[src/rtl/pnpe_pkg.sv]
// ----------------------------------------------------------------------------
// pnpe_pkg
// Shared types, constants and the arctangent table of the nearest-point block.
// ----------------------------------------------------------------------------
package pnpe_pkg;

	localparam int PATH_DEPTH_DEF = 1024;
	localparam int ATAN_STEPS_DEF = 16;
	localparam int PLEN_W         = 11;
	localparam logic [PLEN_W-1:0] PATH_LEN_RESET = 11'd1000;

	localparam int PI_Q13      = 25736;
	localparam int TWO_PI_Q13  = 51472;
	localparam int HALF_PI_Q13 = 12868;

	localparam int POS_W  = 32;
	localparam int HEAD_W = 16;
	localparam int IDX_W  = 10;
	localparam int DIFF_W = 33;
	localparam int ANG_W  = 18;
	localparam int PT_W   = 2 * POS_W + HEAD_W + POS_W;

	localparam logic OP_LOAD  = 1'b0;
	localparam logic OP_QUERY = 1'b1;

	typedef enum logic [2:0] {
		ST_IDLE,
		ST_SCAN,
		ST_DRAIN,
		ST_FETCH,
		ST_LOAD,
		ST_SOLVE
	} state_t;

	typedef struct packed {
		logic valid;
		logic first;
		logic last;
	} scan_beat_t;

	function automatic logic [15:0] atan_q13(input logic [4:0] i);
		logic [15:0] v;
		case (i)
			5'd0:    v = 16'd6434;
			5'd1:    v = 16'd3798;
			5'd2:    v = 16'd2007;
			5'd3:    v = 16'd1019;
			5'd4:    v = 16'd511;
			5'd5:    v = 16'd256;
			5'd6:    v = 16'd128;
			5'd7:    v = 16'd64;
			5'd8:    v = 16'd32;
			5'd9:    v = 16'd16;
			5'd10:   v = 16'd8;
			5'd11:   v = 16'd4;
			5'd12:   v = 16'd2;
			5'd13:   v = 16'd1;
			default: v = 16'd0;
		endcase
		return v;
	endfunction

endpackage

[src/rtl/pnpe_dist.sv]
// ----------------------------------------------------------------------------
// pnpe_dist
// Squared-distance pipeline and running minimum over the scanned slots.
// ----------------------------------------------------------------------------
module pnpe_dist #(
	parameter int AW = 10
) (
	input  logic                              clk,
	input  logic                              arst_n,
	input  pnpe_pkg::scan_beat_t              beat,
	input  logic [AW-1:0]                     beat_idx,
	input  logic signed [pnpe_pkg::POS_W-1:0] pt_x,
	input  logic signed [pnpe_pkg::POS_W-1:0] pt_y,
	input  logic signed [pnpe_pkg::POS_W-1:0] rx,
	input  logic signed [pnpe_pkg::POS_W-1:0] ry,
	output logic                              done,
	output logic [AW-1:0]                     best_slot
);
	import pnpe_pkg::*;

	scan_beat_t beat_s1, beat_s2, beat_s3;
	logic [AW-1:0] idx_s1, idx_s2, idx_s3;
	logic [POS_W-1:0] ax_s2, ay_s2;
	logic [2*POS_W-1:0] sqx_s3, sqy_s3;
	logic [2*POS_W-1:0] best_q;
	logic [AW-1:0] best_slot_q;
	logic done_q;

	logic signed [DIFF_W-1:0] dx, dy, adx, ady;
	logic [2*POS_W:0] sum;
	logic [2*POS_W-1:0] dsq;

	always_comb begin
		dx  = DIFF_W'(pt_x) - DIFF_W'(rx);
		dy  = DIFF_W'(pt_y) - DIFF_W'(ry);
		adx = dx[DIFF_W-1] ? -dx : dx;
		ady = dy[DIFF_W-1] ? -dy : dy;
		sum = {1'b0, sqx_s3} + {1'b0, sqy_s3};
		dsq = sum[2*POS_W] ? '1 : sum[2*POS_W-1:0];
	end

	always_ff @(posedge clk or negedge arst_n) begin
		if (!arst_n) begin
			beat_s1     <= '0;
			beat_s2     <= '0;
			beat_s3     <= '0;
			done_q      <= 1'b0;
			best_q      <= '0;
			best_slot_q <= '0;
		end else begin
			beat_s1 <= beat;
			beat_s2 <= beat_s1;
			beat_s3 <= beat_s2;
			done_q  <= beat_s3.valid && beat_s3.last;
			// first slot seeds the minimum; strict compare keeps the earliest tie
			if (beat_s3.valid && (beat_s3.first || dsq < best_q)) begin
				best_q      <= dsq;
				best_slot_q <= idx_s3;
			end
		end
	end

	always_ff @(posedge clk) begin
		idx_s1 <= beat_idx;
		idx_s2 <= idx_s1;
		idx_s3 <= idx_s2;
		ax_s2  <= adx[POS_W-1:0];
		ay_s2  <= ady[POS_W-1:0];
		sqx_s3 <= ax_s2 * ax_s2;
		sqy_s3 <= ay_s2 * ay_s2;
	end

	assign done      = done_q;
	assign best_slot = best_slot_q;

endmodule

[config.mk]
export PLATFORM = sky130hd
export DESIGN_NAME = pnpe_dist
export DESIGN_NICKNAME = d
export VERILOG_FILES = /design/src/rtl/pnpe_pkg.sv /design/src/rtl/pnpe_dist.sv
export SDC_FILE = /design/constraint.sdc
export NUM_CORES = 2
export LEC_CHECK = 0
export BUFFER_PORTS_ARGS = -buffer_cell sky130_fd_sc_hd__buf_2
export CAP_MARGIN = 10
export CELL_PAD_IN_SITES_DETAIL_PLACEMENT = 0
export CELL_PAD_IN_SITES_GLOBAL_PLACEMENT = 1
export CORE_ASPECT_RATIO = 0.8
export CORE_MARGIN = 3
export CORE_UTILIZATION = 30
export CTS_BUF_LIST = sky130_fd_sc_hd__clkbuf_8
export CTS_CLUSTER_DIAMETER = 100
export DETAILED_ROUTE_END_ITERATION = 6
export GPL_TIMING_DRIVEN = 0
export PLACE_DENSITY_LB_ADDON = 0.1
export SETUP_SLACK_MARGIN = 0.4
export SLEW_MARGIN = 20
export SYNTH_ARGS = -nofsm -noshare
export SYNTH_HDL_FRONTEND = slang
export SYNTH_SLANG_ARGS = --single-unit
[constraint.sdc]
create_clock -name clk -period 7.1 [get_ports clk]
set_input_delay 0.355 -clock clk [delete_from_list [all_inputs] [get_ports clk]]
set_output_delay 0.355 -clock clk [all_outputs]
set_load 0.01 [all_outputs]
; Yosys cells after proc, flatten, opt, wreduce, memory -nomap -nowiden
; Index checks and enable logic that the tools add are counted.
; W data, S select, Z words.
[word_totals]
reg_bits = 306
inputBits = 143
out_inout_bits = 11
wordCells = 33
[classes]
n_addsub = 5
multipliers = 2
order_cmp = 1
muxes = 3
n_reduce_logical = 3
[ops]
columns = operator, count
row1 = $mul A32 B32 Y64, 2
row2 = $sub A32 B32 Y33, 2
row3 = $add A64 B64 Y65, 1
row4 = $lt A64 B64 Y1, 1
row5 = $mux W32, 2
row6 = $mux W64, 1
row7 = $neg A32 Y32, 2
row8 = $logic_and A1 B1 Y1, 2
row9 = $logic_or A1 B1 Y1, 1

; Longest topological paths before layout
[depth]
ltp_word = 5
ltp_mapped = 32
mapped_depth_nobuf = 30

; Least setup slack after synthesis
; No wires, ideal clock.
[synth_timing]
path_type = flip-flop to flip-flop
from = register ay_s2[14]
to = register sqy_s3[61]
setup_ns = 0.072
t_arrival_ns = 7.744
required_ns = 7.028
setup_slack_ns = -0.717
path_stages_with_launch = 29
path_buffers = 2
period_less_slack_ns = 7.817
path_cell_list = dfxtp_1 -> clkbuf_1 -> clkbuf_1 -> nand2_1 -> fa_1 -> inv_1 -> fa_1 -> inv_1 -> fa_1 -> fa_1 -> inv_1 -> fa_1 -> fa_1 -> fa_1 -> inv_1 -> fa_1 -> inv_1 -> ha_1 -> and3_1 -> and4_1 -> nand4_1 -> a21oi_1 -> a2111oi_0 -> o32ai_1 -> a211o_1 -> a41o_1 -> a311o_1 -> a21oi_1 -> xnor2_1
[synth_via]
elab_chain_cells = 1
[synth_lines]
columns = item, line
row1 = start: declaration, pnpe_dist.sv:23  ; logic [POS_W-1:0] ax_s2, ay_s2;
row2 = start signal: assignment, pnpe_dist.sv:68  ; ay_s2 <= ady[POS_W-1:0];
row3 = $mul A32 B32 Y64, pnpe_dist.sv:70  ; sqy_s3 <= ay_s2 * ay_s2;
row4 = end signal: assignment, pnpe_dist.sv:70
row5 = end: declaration, pnpe_dist.sv:24  ; logic [2*POS_W-1:0] sqx_s3, sqy_s3;
; Every way passes these cells.
; A chain may end at the register's enable or synchronous reset.

; Worst setup path after layout
[layout_timing]
from = register ax_s2[15]
to = register sqx_s3[58]
[layout_via]
elab_chain_cells = 1
[layout_lines]
columns = item, line
row1 = start: declaration, pnpe_dist.sv:23
row2 = start signal: assignment, pnpe_dist.sv:67  ; ax_s2 <= adx[POS_W-1:0];
row3 = $mul A32 B32 Y64, pnpe_dist.sv:69  ; sqx_s3 <= ax_s2 * ax_s2;
row4 = end signal: assignment, pnpe_dist.sv:69
row5 = end: declaration, pnpe_dist.sv:24
; Every way passes these cells.

==> impl_metrics.tcl <==
set metrics [dict create \
    cts_max_path_buffers 3 \
    fin_worst_skew_ps 111.5 \
    crit_type "reg2reg" \
    cts_made_buffers 61 \
    drv_slew 0 \
    synth-edff-count 0 \
    die_x_um 569.0 \
    drive_gt1_share_pct 17.54 \
    ios 154 \
    r2r_setup_slack_ps -870 \
    hold_viol_final 0 \
    hp-start "pt_y[31]" \
    nets 11335 \
    syn_area_per_cell_um2 9.259 \
    via_per_inst 4.702 \
    clkTransAtPathRegs_ps 60 \
    synth_cell_types 91 \
    antenna_found_initial 40 \
    cts_root_buffer "clkbuf_8" \
    hold_class "in2reg" \
    drt_iter0_markers 3630 \
    syn_area_mm2 0.07608 \
    grt_pass1_vias 62589 \
    grt_max_degree 60 \
    crit_arrival_ps 8670 \
    track_usage_pct 21.66 \
    io_buffer_count 153 \
    ys_ff_latch 304 \
    cpPeakStageDelay_ps 590 \
    finalWirelength_um 279400 \
    fin_tns_setup_ps -32240 \
    finalSetupViolCount 68 \
    rows 164 \
    clk-insertion-delay-late_ps 810 \
    post-route-period-util_pct 112.3 \
    cpLargestDelayFamily "adder cells" \
    clock-sinks 304 \
    vias 57387 \
    drc 0 \
    r2r_end "sqx_s3[58]$_DFF_P_" \
    hold_path_end "ay_s2[31]$_DFF_P_" \
    reg2reg_depth 28 \
    r2r_start "ax_s2[15]$_DFF_P_" \
    maxCapViolCount 0 \
    area_delta_synth_final_pct 21.26 \
    hpwl_um 233400 \
    finalWorstSetupSlack_ps -874.4 \
    core_area_mm2 0.2510 \
    routabilityCongestion 0.9343 \
    yosys_warnings 0 \
    startpoint_type "flip-flop" \
    violations "setup timing" \
    cts_tree "built" \
    synth.net_count 10731 \
    cp_num_buf_inv 8 \
    cp_common_cell "fa_1" \
    firstDrtPassIters 5 \
    synth_ff_type "dfxtp_1" \
    grt-ovfl-total 0 \
    rsz0062_at_grt "true" \
    critPathSlowestCell "fa_1" \
    path_depth 28 \
    start_util_pct 30.32 \
    worstPathMaxFanout 7 \
    max-slew-margin-rel_pct 24.66 \
    critPathRequiredTime_ps 7790 \
    post_drt_wl_per_cell_um 22.90 \
    die_area_mm2 0.2597 \
    seq_area_frac_synth_pct 8.552 \
    fmax_ghz 0.1254 \
    tightestPinTransition_ps 1130 \
    hold_depth 5 \
    postSynth.asyncResetShare_pct 27.63 \
    ant_nets 0 \
    status "finished, violations left" \
    die_h_um 456.4 \
    period_needed_ps 7974 \
    end_kind "flip-flop" \
    htree_levels 2 \
    grt_pass1_wl_um 415300 \
    netlist_instances 8217 \
]
==> cell usage in the layout (no fill, tap or decap), types with 35 or more instances in the layout <==
| master | instances |
|---|---|
| a21oi_1 | 196 |
| fa_2 | 101 |
| buf_6 | 71 |
| dfrtp_1 | 84 |
| clkbuf_8 | 131 |
| a21o_1 | 182 |
| and2_4 | 40 |
| nor2b_1 | 47 |
| nand2_1 | 624 |
| dfxtp_1 | 164 |
| nor2_1 | 178 |
| nor3_1 | 46 |
| nand3_1 | 54 |
| o21ai_0 | 123 |
| ha_4 | 50 |
| a21oi_2 | 44 |
| fa_1 | 1482 |
| xor2_1 | 131 |
| nand2b_1 | 35 |
| dfxtp_4 | 43 |
| buf_2 | 157 |
| buf_4 | 276 |
| nand4_1 | 52 |
| xnor2_1 | 200 |
| mux2_1 | 60 |
| inv_1 | 2098 |
| ha_1 | 723 |
| inv_2 | 53 |
| and2_1 | 430 |
| clkbuf_16 | 100 |
| nand2_2 | 47 |
==> registers in the layout, summed over array words and instances (netlist names) <==
register / count
idx_s3: 10
beat_s2: 3
best_slot: 10
sqx_s3: 63
idx_s2: 10
idx_s1: 10
ax_s2: 32
ay_s2: 32
beat_s3: 3
sqy_s3: 63
beat_s1: 3
done: 1
best_q: 64
==> cell families (layout without fill, tap and decap cells) <==
group | after synthesis | count (layout) | share of synthesized area (%)
adder cells (fa/ha/maj) | 2371 | 2371 | 54.61
other | 0 | 13 | 0
buffers and inverters | 2415 | 3069 | 11.99
AO/OA/AOI/OAI | 945 | 945 | 8.188
multiplexers | 83 | 83 | 1.219
flip-flops | 304 | 304 | 8.552
AND/OR/NAND/NOR | 1745 | 1745 | 11.34
XOR/XNOR | 354 | 354 | 4.103
==> metal layers <==
metal	vias up	wire length, um	GRT usage (%)
met5	-	42	0
met4	6	4771	2.999
met3	205	22420	4.697
met2	1478	113900	30.94
met1	29466	138300	33.67
li1	26232	-	-
==> metrics by stage <==
stage	utilization, %	hold WS, ps	setup WS (ps)	area [um2]	instances
final	36.76	114.5	-874.4	92260	12204
after global placement	32.76	309.7	-3002	82210	11690
after detailed placement	32.78	265.8	-2939	82270	11691
after CTS	35.82	1.831	-887.9	89880	12074
after global routing	36.75	64.13	-1054	92230	12193
after floorplan	-	59.41	-249.8	77290	8217
==> repair_timing <==
action                                  in CTS  in global routing
pin swaps                                  180                231
gates resized for setup                    855                417
endpoints found under the hold margin      104                  0
setup buffers                              243                116
endpoints found under the setup margin     179                170
gates cloned                                 2                  1
hold buffers                                25                  0
==> worst register-to-register path, delay by kind of cell (launching register included) <==
kind / cells / cell delay (ps)
fa+ha+maj: 9 / 4550
compound gates: 5 / 1070
buf+inv: 8 / 1010
simple gates: 5 / 740
flops: 1 / 370
xor+xnor: 1 / 110
==> how the worst max path moves through the flow <==
stage,endpoint,from,slack [ps]
finish,sqx_s3[58]$_DFF_P_,ax_s2[15]$_DFF_P_,-870
global route,sqy_s3[63]$_DFF_P_,ay_s2[30]$_DFF_P_,-1050
CTS,sqx_s3[60]$_DFF_P_,ax_s2[19]$_DFF_P_,-890
detailed placement,sqy_s3[63]$_DFF_P_,ay_s2[11]$_DFF_P_,-2940
global placement,sqy_s3[63]$_DFF_P_,ay_s2[7]$_DFF_P_,-3000
floorplan,sqx_s3[60]$_DFF_P_,ax_s2[5]$_DFF_P_,-250
==> synthesized netlist by cell type, types with 21 or more instances <==
library cell	count	area share [%]
a211oi_1	27	0.27
a21o_1	183	1.8
a21oi_1	250	1.6
a31o_2	28	0.32
a31oi_1	49	0.40
and2_1	472	3.9
and3_1	37	0.30
clkbuf_1	254	1.3
dfrtp_1	84	2.8
dfxtp_1	220	5.8
fa_1	1583	42
ha_1	788	13
inv_1	2145	11
mux2_1	60	0.89
nand2_1	687	3.4
nand2b_1	36	0.30
nand3_1	62	0.41
nand4_1	52	0.43
nor2_1	211	1.0
nor2b_1	48	0.39
nor3_1	56	0.37
o21a_1	36	0.36
o21ai_0	160	1.1
o21bai_1	39	0.38
o31ai_1	21	0.21
xnor2_1	213	2.5
xor2_1	139	1.6
==> final cells by class <==
class / instances / area, um2
multi-input combinational: 5498 / 63530
buffer: 269 / 4143
clock buffer: 75 / 1032
sequential: 304 / 6684
timing repair buffer: 541 / 4343
clock inverter: 38 / 225.2
fill: 25755 / 158700
inverter: 2146 / 8114
tap: 3320 / 4154
antenna: 13 / 32.53
Power is not shown: default switching activity piles up to over one toggle a cycle in this logic, so the estimate is an artifact.
