==> src/rtl/pnpe_pkg.sv <==
// ----------------------------------------------------------------------------
// pnpe_pkg
// Shared types, constants and the arctangent table of the nearest-point block.
// ----------------------------------------------------------------------------
package pnpe_pkg;

	localparam int PATH_DEPTH_DEF = 1024;
	localparam int ATAN_STEPS_DEF = 16;
	localparam int PLEN_W         = 11;
	localparam logic [PLEN_W-1:0] PATH_LEN_RESET = 11'd1000;

	localparam int PI_Q13      = 25736;
	localparam int TWO_PI_Q13  = 51472;
	localparam int HALF_PI_Q13 = 12868;

	localparam int POS_W  = 32;
	localparam int HEAD_W = 16;
	localparam int IDX_W  = 10;
	localparam int DIFF_W = 33;
	localparam int ANG_W  = 18;
	localparam int PT_W   = 2 * POS_W + HEAD_W + POS_W;

	localparam logic OP_LOAD  = 1'b0;
	localparam logic OP_QUERY = 1'b1;

	typedef enum logic [2:0] {
		ST_IDLE,
		ST_SCAN,
		ST_DRAIN,
		ST_FETCH,
		ST_LOAD,
		ST_SOLVE
	} state_t;

	typedef struct packed {
		logic valid;
		logic first;
		logic last;
	} scan_beat_t;

	function automatic logic [15:0] atan_q13(input logic [4:0] i);
		logic [15:0] v;
		case (i)
			5'd0:    v = 16'd6434;
			5'd1:    v = 16'd3798;
			5'd2:    v = 16'd2007;
			5'd3:    v = 16'd1019;
			5'd4:    v = 16'd511;
			5'd5:    v = 16'd256;
			5'd6:    v = 16'd128;
			5'd7:    v = 16'd64;
			5'd8:    v = 16'd32;
			5'd9:    v = 16'd16;
			5'd10:   v = 16'd8;
			5'd11:   v = 16'd4;
			5'd12:   v = 16'd2;
			5'd13:   v = 16'd1;
			default: v = 16'd0;
		endcase
		return v;
	endfunction

endpackage

==> src/rtl/pnpe_cordic.sv <==
// ----------------------------------------------------------------------------
// pnpe_cordic
// Vectoring CORDIC atan2 with quadrant pre-rotation, one step per cycle.
// ----------------------------------------------------------------------------
module pnpe_cordic #(
	parameter int ATAN_STEPS = 16
) (
	input  logic                               clk,
	input  logic                               arst_n,
	input  logic                               start,
	input  logic signed [pnpe_pkg::DIFF_W-1:0] dx,
	input  logic signed [pnpe_pkg::DIFF_W-1:0] dy,
	output logic                               done,
	output logic signed [pnpe_pkg::ANG_W-1:0]  angle
);
	import pnpe_pkg::*;

	localparam int CW = DIFF_W + 4;
	localparam int IW = $clog2(ATAN_STEPS + 1);

	logic signed [CW-1:0]    x_q, y_q;
	logic signed [ANG_W-1:0] z_q;
	logic [IW-1:0]           i_q;
	logic                    zero_q, busy_q, done_q;

	logic signed [CW-1:0]    x0, y0, xs, ys;
	logic signed [ANG_W-1:0] z0, at;

	always_comb begin
		x0 = CW'(dx);
		y0 = CW'(dy);
		z0 = '0;
		if (dx < 0) begin
			if (dy >= 0) begin
				x0 = CW'(dy);
				y0 = -CW'(dx);
				z0 = ANG_W'(HALF_PI_Q13);
			end else begin
				x0 = -CW'(dy);
				y0 = CW'(dx);
				z0 = -ANG_W'(HALF_PI_Q13);
			end
		end
		xs = x_q >>> i_q;
		ys = y_q >>> i_q;
		at = ANG_W'(atan_q13(5'(i_q)));
	end

	always_ff @(posedge clk or negedge arst_n) begin
		if (!arst_n) begin
			busy_q <= 1'b0;
			done_q <= 1'b0;
			i_q    <= '0;
		end else if (start) begin
			busy_q <= 1'b1;
			done_q <= 1'b0;
			i_q    <= '0;
		end else if (busy_q) begin
			i_q <= i_q + 1'b1;
			if (i_q == IW'(ATAN_STEPS - 1)) begin
				busy_q <= 1'b0;
				done_q <= 1'b1;
			end
		end
	end

	always_ff @(posedge clk) begin
		if (start) begin
			x_q    <= x0;
			y_q    <= y0;
			z_q    <= z0;
			zero_q <= (dx == 0) && (dy == 0);
		end else if (busy_q) begin
			if (y_q >= 0) begin
				x_q <= x_q + ys;
				y_q <= y_q - xs;
				z_q <= z_q + at;
			end else begin
				x_q <= x_q - ys;
				y_q <= y_q + xs;
				z_q <= z_q - at;
			end
		end
	end

	assign done  = done_q;
	assign angle = zero_q ? '0 : z_q;

endmodule
==> config.mk <==
export PLATFORM = sky130hd
export DESIGN_NAME = pnpe_cordic
export DESIGN_NICKNAME = d
export VERILOG_FILES = /design/src/rtl/pnpe_pkg.sv /design/src/rtl/pnpe_cordic.sv
export SDC_FILE = /design/constraint.sdc
export NUM_CORES = 1
export LEC_CHECK = 0
export BUFFER_PORTS_ARGS = -buffer_cell sky130_fd_sc_hd__buf_2
export CORE_ASPECT_RATIO = 2
export CORE_MARGIN = 5
export CORE_UTILIZATION = 60
export DETAILED_ROUTE_END_ITERATION = 16
export HOLD_SLACK_MARGIN = 0.15
export PLACE_DENSITY = 0.78
export SLEW_MARGIN = 15
export SYNTH_ARGS = -nofsm -noshare
export SYNTH_HDL_FRONTEND = slang
export SYNTH_SLANG_ARGS = --single-unit
export TNS_END_PERCENT = 100
==> constraint.sdc <==
create_clock -name clk -period 19.5 [get_ports clk]
set_input_delay 1.95 -clock clk [delete_from_list [all_inputs] [get_ports clk]]
set_output_delay 1.95 -clock clk [all_outputs]
set_load 0.005 [all_outputs]
======== Word level (Yosys, flattened, before mapping) ========
Memory sizes are Yosys's and may differ from the RTL's.
Cells that the tools add are included.
word-level totals
  bits in registers ....................... 100
  bits in read-only memories .............. 208
  output and inout port bits .............. 19
  word-level logic and storage cells ...... 54
  memories ................................ 1
memories
  name             words  width  rd ports  clocked after Yosys merged registers in  write ports  RTL line        source
  (no name shown)  16     13     1         0                                        0            pnpe_pkg.sv:43  case (i)
cells by class
  add/sub/neg operators ................... 9
  order comparisons ....................... 3
  eq/ne operators ......................... 1
  shift operators ......................... 2
  mux-type cells .......................... 25
  reduce and logical (&&, ||, !) cells .... 6
operator list
  cell                                                                count
  2-to-1 mux 37 bit                                                   10
  2-to-1 mux 18 bit                                                   6
  adder 37 bit                                                        2
  negator 33 -> 37 bit                                                2
  >>> shifter 37 x 5 -> 37 bit                                        2
  subtractor 37 bit                                                   2
  logical NOT 33 bit                                                  2
  greater-or-equal comparator 37 x 1 -> 1 bit, second input constant  1
  greater-or-equal comparator 33 x 1 -> 1 bit, second input constant  1
  < comparator 33 x 1 -> 1 bit, second input constant                 1
  adder 18 x 17 -> 18 bit                                             1
  subtractor 18 x 17 -> 18 bit                                        1
  2-to-1 mux 16 bit                                                   1
  2-to-1 mux 5 bit                                                    2
  2-to-1 mux 1 bit                                                    6
  adder 5 x 1 -> 5 bit, second input constant                         1
  equality test 5 x 4 -> 1 bit, second input constant                 1
  nonzero test 2 bit                                                  2
  AND reduction 2 bit                                                 1
  logical AND 1 bit                                                   1

======== Logic depth before layout (Yosys ltp) ========
An unclocked memory read counts as a cell.
  depth after elaboration ................. 6
  gate-level depth with buffers ........... 31
  depth with buffers taken out ............ 25

======== Worst setup path after synthesis ========
OpenSTA, ideal clock, no wires.
  kind .................................... register to register
  start ................................... register i_q[0]
  end ..................................... register y_q[36] (data pin)
  data arrival time ....................... 6.701 ns
  required time ........................... 19.246 ns
  path slack .............................. 12.544 ns
  stages on the path, launching flop included .. 30
  path buffers ............................ 7
  period minus slack after synthesis ...... 6.956 ns
  cells stage by stage .................... dfrtp_1 > buf_6 > buf_12 > buf_6 > buf_6 > buf_2 > buf_2 > mux4_2 > mux4_2 > a21oi_1 > ha_1 > nand3_1 > or4_4 > or4_4 > or2_2 > clkbuf_1 > o31ai_1 > xnor2_1 > o21ai_0 > ha_1 > nand4_1 > nor3_1 > and4_1 > o21a_1 > o2111ai_1 > nand3_1 > o211a_1 > a211oi_1 > xnor3_1 > a21bo_1
between the ends
  longest elaborated chain between the ends .. 5
RTL lines
  element                                            RTL line                              source
  start: declaration                                 pnpe_cordic.sv:23                     logic [IW-1:0] i_q;
  start signal: assignment                           pnpe_cordic.sv:59                     i_q <= i_q + 1'b1;
  >>> shifter 37 x 5 -> 37 bit (*)                   pnpe_cordic.sv:44                     xs = x_q >>> i_q;
  adder 37 bit or subtractor 37 bit (tied branches)  pnpe_cordic.sv:80, pnpe_cordic.sv:76
  2-to-1 mux 37 bit (*)                              pnpe_cordic.sv:74                     if (y_q >= 0) begin
  2-to-1 mux 37 bit (*)                              pnpe_cordic.sv:73                     end else if (busy_q) begin
  2-to-1 mux 37 bit (*)                              pnpe_cordic.sv:68                     if (start) begin
  end signal: assignment                             pnpe_cordic.sv:70                     y_q <= y0;
  end signal: assignment                             pnpe_cordic.sv:76                     y_q <= y_q - xs;
  end signal: assignment                             pnpe_cordic.sv:80                     y_q <= y_q + xs;
  end: declaration                                   pnpe_cordic.sv:21                     logic signed [CW-1:0] x_q, y_q;
Every way passes the cells marked *; elsewhere a longest branch is shown, timed or not. The select of a mux whose other input is x is not followed.
A chain may end at the register's enable or synchronous reset.

======== Worst setup path after layout ========
Same ends and word-level chain as after synthesis.

==> flow_metrics.env <==
export IMPL_fin_ws_ns=11.14
export IMPL_dieHeight_um=250.0
export IMPL_synth_distinct_cells=89
export IMPL_dp_slack_ns=11.31
export IMPL_synth_async_sr_flop_share_pct=7.000
export IMPL_routed_via_density=7.177
export IMPL_cts_tree="done"
export IMPL_root_buffer="clkbuf_16"
export IMPL_io_pins=88
export IMPL_gr_usage_all_layers_pct=39.71
export IMPL_cts_path_max_buffers=2
export IMPL_synth_most_common_cell="nand2_1"
export IMPL_vias=17580
export IMPL_cp_startpoint="i_q[0]"
export IMPL_port_buffers=87
export IMPL_final_core_util_pct=63.34
export IMPL_r2r_cells=26
export IMPL_clkLatencyLatePin_ns=0.39
export IMPL_hold_violations=0
export IMPL_dp_hpwl_um=50240
export IMPL_setup_tns_ns=0
export IMPL_fin_crit_sh_pct=42.86
export IMPL_synth_area_leader_cell="edfxtp_1"
export IMPL_fillers=2593
export IMPL_ctsResizeCount=0
export IMPL_synth_simple_area_share_pct=18.65
export IMPL_synth_xor_area_share_pct=10.42
export IMPL_die_x_um=130.0
export IMPL_cts_hold_repair_buffers=0
export IMPL_relSlewSlack_pct=21.40
export IMPL_synth_top_area_share_pct=16.16
export IMPL_antenna_cells=0
export IMPL_worstReg2RegStart="i_q[0]"
export IMPL_post_cts_buffers=0
export IMPL_skew_ns=0.01645
export IMPL_synth_area_mm2=0.01729
export IMPL_crit_type="flip-flop to flip-flop"
export IMPL_setup_viol=0
export IMPL_antenna_found_initial=0
export IMPL_grt_max_degree=99
export IMPL_whs_path_depth=2
export IMPL_synth_top_cells_by_area="edfxtp_1 16%, mux4_2 9.8%, ha_1 7.5%"
export IMPL_cts_num_sinks=100
export IMPL_ys_seq_area_share_pct=17.17
export IMPL_clkSlewWorstSetupHoldPaths_ns=0.09
export IMPL_syn_avg_cell_area_um2=8.290
export IMPL_max_freq_ghz=0.1196
export IMPL_dr_pass1_iters=5
export IMPL_core_area_mm2=0.02863
export IMPL_layout_drive_gt1_share_pct=12.97
export IMPL_grt_pass1_vias=16470
export IMPL_cts_made_buffers=9
export IMPL_nNetsFinal=2260
export IMPL_min_from="done"
export IMPL_place_inst=2434
export IMPL_report_final_slew_viol_count=0
export IMPL_synth_top_family_by_area="compound AO/OA/AOI/OAI gates"
export IMPL_yosys_register_bits=100
export IMPL_syn_to_final_growth_pct=4.901
export IMPL_floorplan_initialDensity_pct=60.38
export IMPL_drt_total_wl_um=65190
export IMPL_antenna_left=0
export IMPL_period_needed_ns=8.358
export IMPL_muxShareOfSynthArea_pct=16.47
export IMPL_maxCapViolCount=0
export IMPL_rsz0062_at_grt="false"
export IMPL_instances_no_fill=2450
export IMPL_fp_row_count=88
export IMPL_wl_per_cell_um=26.61
export IMPL_synth_ff_type="edfxtp_1"
export IMPL_gp_congestion=1.055
export IMPL_min_path_type="flip-flop to flip-flop"
export IMPL_drc_errors=0
export IMPL_synth_compound_area_share_pct=24.85
export IMPL_worstMarginPinSlew_ns=1.168
export IMPL_netlist_top_cells_count="220 x nand2_1, 193 x o21ai_0, 128 x nor2_1, 119 x a21oi_1, 109 x xnor2_1"
export IMPL_cp_required_ns=19.66
export IMPL_synth_fp_nets=2260
export IMPL_drtIter0Drc=2015
export IMPL_start_kind="flip-flop"
export IMPL_htree_levels=3
export IMPL_synthCells=2085
export IMPL_arrival_ns=8.52
export IMPL_synth_warnings=0
export IMPL_die_area_mm2=0.03251
export IMPL_grt_pass1_wl_um=98790
export IMPL_crit_fanout=66
export IMPL_synth_edff_count=93
export IMPL_synthAdderAreaFrac_pct=7.803
export IMPL_overflow=0
export IMPL_cp_end_kind="flip-flop"
export IMPL_status="completed"
==> per-layer routing <==
layer	vias to the layer above	part of all wire (%)	track usage (%)	wire, um
li1	7940	-	-	-
met1	8419	36	49.67	23150
met2	999	48	63.25	31160
met3	226	9.3	5.954	6045
met4	0	7.4	24.64	4834
met5	-	0	0	0
==> worst max-delay path, cell delays in order, from the launching register on <==
cell       delay (ns)
dfrtp_4          1.05
buf_4            0.82
mux4_2           0.63
mux2i_1          0.45
nand2_1          0.10
o21ai_0          0.10
nor2_1           0.07
a21oi_1          0.19
ha_1             0.24
nand3_1          0.10
or4_4            0.46
or4_4            0.49
or2_2            0.37
o31ai_1          0.26
xnor2_1          0.17
o21ai_0          0.14
ha_1             0.45
nand4_1          0.14
nor3_1           0.51
and4_1           0.27
o21a_1           0.18
o2111ai_1        0.16
nand3_1          0.10
o211a_1          0.17
a211oi_1         0.07
xnor3_1          0.17
a21bo_1          0.19
==> cells in the final DEF, fill, tap and decap left out, types with 19 or more instances in the layout <==
cell,netlist,final
nand2_1,220,219
o21ai_0,193,193
nor2_1,128,128
a21oi_1,119,119
xnor2_1,109,109
ha_1,103,103
xor2_1,94,94
edfxtp_1,93,93
buf_2,10,85
mux4_2,75,75
o211ai_1,67,67
mux2i_1,65,65
inv_1,57,57
nor2b_1,44,44
nand3_1,42,42
nor3_1,42,41
a21o_1,36,36
nand2b_1,34,34
buf_4,7,28
o31ai_1,27,27
a22oi_1,25,25
mux2_2,23,23
a31oi_1,23,23
a211oi_1,23,23
or3_1,23,23
and3_1,19,19
==> sequential cells by signal, summed over array words and instances (netlist names) <==
register / cells
busy_q: 1
done: 1
i_q: 5
x_q: 37
y_q: 37
z_q: 18
zero_q: 1
==> logic make-up (layout without fill, tap and decap cells) <==
family | count (synthesis) | count (layout)
flops | 100 | 100
mux | 175 | 175
buf+inv | 184 | 189
fa+ha+maj | 106 | 106
simple gates | 656 | 656
xor+xnor | 204 | 204
compound gates | 660 | 660
==> stage by stage <==
stage                     area [um^2]  hold slack (ns)
after floorplan                 17290           0.4859
after global placement          17820           0.5030
after detailed placement        17820           0.5383
after CTS                       18130           0.5571
after global routing            18130           0.6067
final                           18130           0.5608
==> path summary, 6_finish.rpt <==
path,slack (ns),endpoint
worst max-delay path,11.14,y_q[36]
worst min-delay path,0.56,done
worst max register to register,11.14,y_q[36]
worst min register to register,0.56,done
max in group asynchronous,17.94,i_q[1]
min in group asynchronous,1.38,done
==> final cells by class <==
cell class / instances / area (um^2) / share of cell area (%)
clock buffer: 9 / 225.2 / 1.242
inverter: 60 / 225.2 / 1.242
multi-input combinational: 1801 / 13530 / 74.61
clock inverter: 7 / 90.09 / 0.4968
sequential: 100 / 2978 / 16.42
timing repair buffer: 113 / 635.6 / 3.505
tap: 360 / 450.4 / 2.484
Power is not shown: default switching activity piles up to over one toggle a cycle in this logic, so the estimate is an artifact.
