## src/rtl/pnpe_pkg.sv

```systemverilog
// ----------------------------------------------------------------------------
// pnpe_pkg
// Shared types, constants and the arctangent table of the nearest-point block.
// ----------------------------------------------------------------------------
package pnpe_pkg;

	localparam int PATH_DEPTH_DEF = 1024;
	localparam int ATAN_STEPS_DEF = 16;
	localparam int PLEN_W         = 11;
	localparam logic [PLEN_W-1:0] PATH_LEN_RESET = 11'd1000;

	localparam int PI_Q13      = 25736;
	localparam int TWO_PI_Q13  = 51472;
	localparam int HALF_PI_Q13 = 12868;

	localparam int POS_W  = 32;
	localparam int HEAD_W = 16;
	localparam int IDX_W  = 10;
	localparam int DIFF_W = 33;
	localparam int ANG_W  = 18;
	localparam int PT_W   = 2 * POS_W + HEAD_W + POS_W;

	localparam logic OP_LOAD  = 1'b0;
	localparam logic OP_QUERY = 1'b1;

	typedef enum logic [2:0] {
		ST_IDLE,
		ST_SCAN,
		ST_DRAIN,
		ST_FETCH,
		ST_LOAD,
		ST_SOLVE
	} state_t;

	typedef struct packed {
		logic valid;
		logic first;
		logic last;
	} scan_beat_t;

	function automatic logic [15:0] atan_q13(input logic [4:0] i);
		logic [15:0] v;
		case (i)
			5'd0:    v = 16'd6434;
			5'd1:    v = 16'd3798;
			5'd2:    v = 16'd2007;
			5'd3:    v = 16'd1019;
			5'd4:    v = 16'd511;
			5'd5:    v = 16'd256;
			5'd6:    v = 16'd128;
			5'd7:    v = 16'd64;
			5'd8:    v = 16'd32;
			5'd9:    v = 16'd16;
			5'd10:   v = 16'd8;
			5'd11:   v = 16'd4;
			5'd12:   v = 16'd2;
			5'd13:   v = 16'd1;
			default: v = 16'd0;
		endcase
		return v;
	endfunction

endpackage

```

## src/rtl/pnpe_isqrt.sv

```systemverilog
// ----------------------------------------------------------------------------
// pnpe_isqrt
// Bit-per-cycle restoring integer square root of a 64-bit value.
// ----------------------------------------------------------------------------
module pnpe_isqrt (
	input  logic                     clk,
	input  logic                     arst_n,
	input  logic                     start,
	input  logic [2*pnpe_pkg::POS_W-1:0] value,
	output logic                     done,
	output logic [pnpe_pkg::POS_W-1:0]   root
);
	import pnpe_pkg::*;

	logic [2*POS_W-1:0] v_q;
	logic [POS_W+1:0]   rem_q;
	logic [POS_W-1:0]   root_q;
	logic [5:0]         cnt_q;
	logic               busy_q, done_q;

	logic [POS_W+1:0] rem_sh, trial;
	logic             take;

	always_comb begin
		rem_sh = {rem_q[POS_W-1:0], v_q[2*POS_W-1 -: 2]};
		trial  = {root_q, 2'b01};
		take   = rem_sh >= trial;
	end

	always_ff @(posedge clk or negedge arst_n) begin
		if (!arst_n) begin
			busy_q <= 1'b0;
			done_q <= 1'b0;
			cnt_q  <= '0;
		end else if (start) begin
			busy_q <= 1'b1;
			done_q <= 1'b0;
			cnt_q  <= '0;
		end else if (busy_q) begin
			cnt_q <= cnt_q + 6'd1;
			if (cnt_q == 6'(POS_W - 1)) begin
				busy_q <= 1'b0;
				done_q <= 1'b1;
			end
		end
	end

	always_ff @(posedge clk) begin
		if (start) begin
			v_q    <= value;
			rem_q  <= '0;
			root_q <= '0;
		end else if (busy_q) begin
			v_q    <= {v_q[2*POS_W-3:0], 2'b00};
			rem_q  <= take ? rem_sh - trial : rem_sh;
			root_q <= {root_q[POS_W-2:0], take};
		end
	end

	assign done = done_q;
	assign root = root_q;

endmodule

```

## config.mk

```make
export PLATFORM = sky130hd
export DESIGN_NAME = pnpe_isqrt
export DESIGN_NICKNAME = d
export VERILOG_FILES = /design/src/rtl/pnpe_pkg.sv /design/src/rtl/pnpe_isqrt.sv
export SDC_FILE = /design/constraint.sdc
export NUM_CORES = 1
export LEC_CHECK = 0
export BUFFER_PORTS_ARGS = -buffer_cell sky130_fd_sc_hd__buf_2
export CORE_MARGIN = 3
export CORE_UTILIZATION = 41
export CTS_BUF_LIST = sky130_fd_sc_hd__clkbuf_8
export DETAILED_ROUTE_END_ITERATION = 12
export PLACE_DENSITY = 0.63
export SLEW_MARGIN = 20
export SYNTH_ARGS = -nofsm -noshare
export SYNTH_HDL_FRONTEND = slang
export SYNTH_SLANG_ARGS = --single-unit
```

## constraint.sdc

```tcl
create_clock -name clk -period 2.9 [get_ports clk]
set_clock_uncertainty 0.2 [all_clocks]
set_input_delay 0.145 -clock clk [delete_from_list [all_inputs] [get_ports clk]]
set_output_delay 0.145 -clock clk [all_outputs]
set_load 0.03 [all_outputs]
```

## After elaboration in Yosys (flattened, before gate mapping)

Cells that the tools add are included.

- Bits of input ports: 67
- Word-level logic and storage cells: 24
- Register bits after elaboration: 136

- Reduce and logical (&&, ||, !) cells: 3
- Equal/unequal tests: 1
- Muxes and demuxes: 11
- Add/sub/neg operators: 2
- Order comparisons: 1

Operators by type and width:

| cell | number |
|---|---|
| $mux 64 | 2 |
| $ge 34x34->1 | 1 |
| $mux 32 | 1 |
| $sub 32x32->32 | 1 |
| $mux 6 | 2 |
| $add 6x1->6 const B | 1 |
| $eq 6x5->1 const B | 1 |
| $mux 1 | 6 |
| $reduce_bool 2->1 | 2 |
| $reduce_and 2->1 | 1 |

## Longest topological paths before layout

Gate-level depths: netlist of the first run.

- Depth in word-level cells: 4
- Mapped depth: 12
- Gate-level depth less buffers: 10

## Least setup slack after synthesis of the first run

OpenSTA, ideal clock, no wires.

- Kind: register to register
- Start: register root_q[7] (netlist: root[7])
- End: register rem_q[28]
- Cell stages (with the launch flop): 11
- Required time: 2,609 ps
- Arrival time: 2,821 ps
- Buffers on the path: 0
- Setup slack: -212 ps
- Cell sequence: dfxtp_1 > inv_1 > ha_1 > a21o_1 > a221o_1 > or2_4 > o211ai_4 > a21boi_2 > or4_1 > a31o_1 > a311oi_1

- Longest elaborated chain between the ends: 2
- Elaborated cells between the ends (all ways): 3
- Those cells by class: add/sub (1); order compare (1); mux (1)

Ends and longest elaborated chain:

| what | line | RTL |
|---|---|---|
| start: declaration | pnpe_isqrt.sv:17 | `logic [POS_W-1:0] root_q;` |
| start signal: assignment | pnpe_isqrt.sv:56 | `root_q <= {root_q[POS_W-2:0], take};` |
| $sub 32x32->32 or $ge 34x34->1 (tied branches) | pnpe_isqrt.sv:55, pnpe_isqrt.sv:27 |  |
| $mux 32 * | pnpe_isqrt.sv:55 | `rem_q <= take ? rem_sh - trial : rem_sh;` |
| end signal: assignment | pnpe_isqrt.sv:55 |  |
| end: declaration | pnpe_isqrt.sv:16 | `logic [POS_W+1:0] rem_q;` |

Mark *: on every way between the ends. The rest lies on a longest branch, timed or not.
A chain may end at the register's enable or synchronous reset.

## Final worst setup path of the first run

Same ends and word-level chain as after synthesis.

==> run_results.csv, run 1 <==
group,metric,value,unit
run_status,outcome,"finished with violations",
run_status,violations,"negative setup slack",
finish,fin_util,0.583,
finish,synthToLayoutAreaGrowth,37.2,%
detailed_routing,drtIter0Drc,280,
global_route,overflow,0,
global_route,antenna_found_initial,0,
timing,worst_slew_pin_slew,671,ps
pwr,p_leak,4.59,nW
finish,nets,1071,
finish,fin_cells,1207,
floorplan,core,17500,um2
setup_path,crit_fanout,5,
global_route,grt_usage,0.185,
timing,hold_violations,0,
synth,synth-async-reset-ratio,0.0588,
detailed_routing,drtPass1Iterations,4,
floorplan,rows,48,
global_route,grt_max_degree,68,
synth,syn_area_per_cell,10.2,um2
floorplan,dieArea,19800,um2
clocking,cts_buffers,17,
place,place_ws,-47.3,ps
clocking,clkLatencyLatePin,460,ps
clocking,htree_num_levels,4,
timing,fin_crit_sh,1.00,
synth,yosysUniqueCellTypes,61,
timing,rsz0062_at_grt,"yes",
place,hpwl,12.1,mm
synth,seq_area_frac_synth,0.456,
synth,ys_seq_elements,136,
floorplan,initial_core_util,0.425,
setup_path,startpoint_type,"flop",
synth,synth_nets,835,
timing,finalMaxSlewViolations,0,
timing,setup_slack,-13.8,ps
floorplan,die_h,141,um
detailed_routing,wl,18.4,mm
setup_path,path_class,"reg -> reg",
place,place_area,8800,um2
timing,finalSetupViolCount,1,
setup_path,critPathMaxStageDelay,410,ps
pwr,power_density,889,nW/um2
detailed_routing,drc,0,
clocking,root_buffer,"clkbuf_8",
clocking,cts_tree,"yes",
floorplan,num_io_pins,100,
setup_path,cp_cell_sequence,"inv_4 > ha_4 > a21o_1 > a221o_1 > or2_4 > o211ai_4 > a21boi_2 > or4_1 > a31o_1 > a311oi_1",
synth,ys.flop_type,"edfxtp_1",
global_route,grt_pass1_vias,6029,
place,dp_cells,1101,
synth,yosys-top-cells-area,"edfxtp_1, dfxtp_1, mux2_2, ha_1, mux2i_1",
timing,max_clock_freq,0.343,GHz
place,io_buffer_count,99,
place,place_congestion,0.853,
floorplan,die-width,141,um
global_route,grt_pass1_wl,30.0,mm
setup_path,cp.arrival,3090,ps
finish,antennaDiodeCount,0,
synth,synth_largest_area_cell,"edfxtp_1",
detailed_routing,route.vias.total,6113,
clocking,cts.sinks,136,
detailed_routing,wl_per_cell,15.2,um
detailed_routing,vias_per_cell,5.06,
detailed_routing,ant_nets,0,
timing,max_slew_margin,0.552,
flow_run,drv_cap,0,
synth,syn_area,7460,um2
pwr,peakVddDrop,0.000499,V
finish,drive_above_1_share,0.353,
timing,fin_setup_tns,-13.8,ps
setup_path,cp_top_family,"compound AO/OA/AOI/OAI gates",
setup_path,cp.required,3080,ps
timing,timing.hold.ws,300,ps
hold_path,hp-class,"reg -> reg",
setup_path,crit_slowest_cell,"or4_1",
synth,synth-edff-count,64,
clocking,clockBufferDepth,2,
pwr,power,9.09,mW
synth,ys_warn_count,0,
timing,layout_min_cycle_time,2910,ps
finish,fin_area,10200,um2
synth,postSynthCellCount,733,
setup_path,critPathBufInv,1,
synth,synth_top_area_frac,0.258,
clocking,path_clk_slew,80,ps
setup_path,critPathCaptureType,"flop",
[worst paths after layout]
check,start,endpoint,slack [ps],depth (start not counted)
worst max-delay path,root[7]$_SDFFE_PP0P_,rem_q[28]$_SDFFE_PP0P_,-10,10
worst min-delay path,rem_q[4]$_SDFFE_PP0P_,rem_q[6]$_SDFFE_PP0P_,300,2
worst max register to register,root[7]$_SDFFE_PP0P_,rem_q[28]$_SDFFE_PP0P_,-10,10
worst min register to register,rem_q[4]$_SDFFE_PP0P_,rem_q[6]$_SDFFE_PP0P_,300,2
max in group asynchronous,arst_n,busy_q$_DFF_PN0_,1750,3
min in group asynchronous,arst_n,done$_DFFE_PN0P_,450,3
[routing by layer]
| metal | GRT usage | up-vias | share of wire |
|---|---|---|---|
| met5 | 0 | - | 0 |
| li1 | - | 3123 | - |
| met3 | 0.0583 | 4 | 0.055 |
| met4 | 0.0377 | 0 | 0.0037 |
| met2 | 0.293 | 125 | 0.47 |
| met1 | 0.251 | 2861 | 0.47 |
[cells in the final DEF, fill, tap and decap left out, drive strengths merged, types with 18 or more instances in the layout]
cell type    instances
a21o                20
a21oi               37
a311oi              25
buf                187
clkbuf              18
dfxtp               64
dlygate4sd3         67
edfxtp              64
ha                  35
inv                 44
mux2                63
mux2i               35
nand2               68
nor2                88
[worst register-to-register path, cell delays in order (launching register included)]
cell and delay (ps):
dfxtp_4 360, inv_4 30, ha_4 220, a21o_1 190, a221o_1 320, or2_4 290, o211ai_4 250, a21boi_2 110
or4_1 410, a31o_1 220, a311oi_1 230
[cells in the mapped netlist, types with 6 or more instances]
library cell  count
xnor2_1          17
mux2i_1          35
nand2_1          67
ha_1             35
o21a_1           11
nand4_1          10
a21o_1           20
buf_2             7
nor2_1           88
xor2_1            8
dfxtp_1          64
inv_1            39
o21bai_1          6
o211ai_1          6
a311oi_1         25
nand3_1          10
dfrtp_1           8
nor3_1            6
edfxtp_1         64
o21ai_0          14
a21oi_1          37
mux2_2           63
clkbuf_1         24
[layout make-up]
cell class,instances,area (um2)
fillers,1537,7310
multi-input cells,519,4000
flip-flops and latches,136,3440
repair buffers,255,1920
well taps,225,282
clock buffers,17,234
clock inverters,15,203
inverters,40,153
[report_power, final]
group | leakage [nW] | switching, mW | internal [mW]
Combinational | 3.04 | 2.37 | 2.52
Clock | 0.223 | 0.828 | 0.944
Sequential | 1.32 | 0.153 | 2.27
[flip-flops by register name, indices dropped and copies added (netlist names)]
signal  flops
v_q        64
rem_q      32
root       32
cnt_q       6
busy_q      1
done        1
[repair_timing]
action	4_1_cts	5_1_grt
setup endpoints to repair	4	31
pin swaps	7	19
endpoints found under the hold margin	83	0
buffers inserted	0	7
gates resized for setup	10	43
hold buffers	67	0
[cells by family after synthesis]
group / Yosys count / synth area share
muxes: 98 / 0.142
DFF: 136 / 0.456
buffers and inverters: 78 / 0.0416
adders and majority gates: 35 / 0.0587
AOI/OAI and AO/OA: 144 / 0.140
and+or+nand+nor: 217 / 0.132
xor gates and xnor gates: 25 / 0.0294
Note: power is estimated with default switching activity, not from simulation.
==> run 2, diff against run 1 <==
- CELL_PAD_IN_SITES_DETAIL_PLACEMENT: unset -> 1
- CELL_PAD_IN_SITES_GLOBAL_PLACEMENT: unset -> 1
- PLACE_DENSITY: 0.63 -> 0.78
- RECOVER_POWER: unset -> 100
==> run_results.csv, run 2 (synthesis gave the netlist of run 1 again) <==
group,metric,value,unit
place,io_buffer_count,99,
clocking,cts.sinks,136,
floorplan,num_io_pins,100,
pwr,power,9.65,mW
setup_path,crit_start,"rem_q[7]$_SDFFE_PP0P_",
floorplan,core,17500,um2
setup_path,worstReg2RegStart,"rem_q[7]$_SDFFE_PP0P_",
timing,fin_crit_sh,1.01,
floorplan,rows,48,
detailed_routing,drc,0,
global_route,busiest_layer,"met2",
detailed_routing,wl,25.1,mm
timing,finalMaxSlewViolations,73,
floorplan,die-width,141,um
clocking,clockBufferDepth,2,
timing,worst_slew_pin_slew,1720,ps
global_route,grt_pass1_vias,7238,
finish,nets,1074,
detailed_routing,ant_nets,0,
finish,drive_above_1_share,0.347,
global_route,gr-usage-met3,0.0560,
detailed_routing,vias_per_cell,5.49,
global_route,grt_pass1_wl,39.2,mm
global_route,overflow,0,
setup_path,critPathMaxStageDelay,440,ps
timing,rsz0062_at_grt,"yes",
setup_path,critPathCaptureType,"flop",
hold_path,hold_depth,2,
detailed_routing,drtIter0Drc,327,
clocking,cts_tree,"yes",
run_status,outcome,"finished with violations",
finish,fin_util,0.587,
run_status,violations,"max-capacitance violations, max-slew violations, negative setup slack",
timing,finalSetupViolCount,1,
floorplan,dieArea,19800,um2
global_route,antenna_found_initial,0,
setup_path,cp.required,3080,ps
setup_path,startpoint_type,"flop",
place,place_congestion,0.860,
place,place_area,8690,um2
detailed_routing,drtPass1Iterations,5,
global_route,grt_max_degree,73,
detailed_routing,wl_per_cell,20.7,um
timing,fin_setup_tns,-35.4,ps
setup_path,cp.arrival,3110,ps
finish,n_fill_cell,1930,
finish,regMostFlops,"v_q",
pwr,p_leak,4.44,nW
timing,timing.hold.ws,313,ps
floorplan,die_h,141,um
clocking,htree_num_levels,4,
finish,layout_common_cells,"nor2_1, buf_4, nand2_1",
timing,max_clock_freq,0.341,GHz
clocking,root_buffer,"clkbuf_8",
floorplan,initial_core_util,0.425,
setup_path,r2r_cells,9,
flow_run,drv_cap,1,
finish,synthToLayoutAreaGrowth,38.0,%
clocking,cts_buffers,17,
finish,fin_area,10300,um2
setup_path,crit_fanout,5,
global_route,grtUsageMet2,0.471,
setup_path,reg2reg_to,"rem_q[28]$_SDFFE_PP0P_",
pwr,power_density,938,nW/um2
global_route,grt_usage,0.247,
setup_path,endpoint,"rem_q[28]$_SDFFE_PP0P_",
global_route,gr-usage-met1,0.283,
hold_path,hp-class,"reg -> reg",
pwr,peakVddDrop,0.000562,V
timing,max_slew_margin,-0.147,
timing,setup_slack,-35.4,ps
setup_path,crit_slowest_cell,"or4_4",
place,hpwl,14.9,mm
setup_path,cp_cell_sequence,"ha_4 > a21o_1 > a221o_1 > or2_4 > o211ai_4 > a21boi_2 > or4_4 > a31o_1 > a311oi_2",
setup_path,path_class,"reg -> reg",
finish,final_common_cell,"nor2_1",
clocking,clkLatencyLatePin,460,ps
clocking,path_clk_slew,90,ps
finish,antennaDiodeCount,0,
setup_path,r2r_slack,-40,ps
detailed_routing,route.vias.total,6641,
timing,layout_min_cycle_time,2940,ps
finish,largest_reg_flops,64,
timing,hold_violations,0,
## run 2: area by class of cell
type	instances	area [um2]	area share
clock buffers	17	234	0.0227
inverters	40	155	0.0151
clock inverters	15	176	0.0171
well taps	225	282	0.0274
repair buffers	258	1840	0.179
flip-flops and latches	136	3460	0.336
multi-input cells	519	4150	0.403
## run 2: power by group
part           switching [mW]  internal (mW)
registers               0.193           2.28
logic                    2.78           2.66
clock network           0.932          0.802
total                    3.91           5.74
## run 2: worst max-delay path, delay by kind of cell (launching register included)
family	cells	cell delay, ps
AOI/OAI and AO/OA	6	1350
and+or+nand+nor	2	690
DFF	1	370
adders and majority gates	1	240
## run 2: stage by stage
stage | setup WS (ps) | std cells
2_1_floorplan | -11.2 | 733
5_1_grt | -118 | 1210
6_report | -35.4 | 1210
3_5_place_dp | -163 | 1091
4_1_cts | -78.6 | 1199
3_3_place_gp | 1.94 | 1091
## run 2: metal layers
| metal | vias up | routed length (um) |
|---|---|---|
| met4 | 0 | 423 |
| met5 | - | 0 |
| met1 | 3298 | 9930 |
| met2 | 175 | 13700 |
| li1 | 3126 | - |
| met3 | 42 | 1080 |
## run 2: how the worst min path moves through the flow
stage	slack [ps]	startpoint	endpoint
floorplan	-350	arst_n	busy_q$_DFF_PN0_
global placement	-210	arst_n	cnt_q[5]$_DFFE_PN0P_
detailed placement	-190	arst_n	cnt_q[1]$_DFFE_PN0P_
CTS	80	start	root[30]$_SDFFE_PP0P_
global route	310	value[7]	v_q[7]$_DFFE_PP_
finish	310	rem_q[6]$_SDFFE_PP0P_	rem_q[8]$_SDFFE_PP0P_
## run 2: what timing repair did
action,CTS,global route
resized for setup,41,57
hold buffers,66,0
buffers inserted,10,11
hold endpoints to repair,72,0
setup endpoints to repair,30,31
pin swaps,22,37
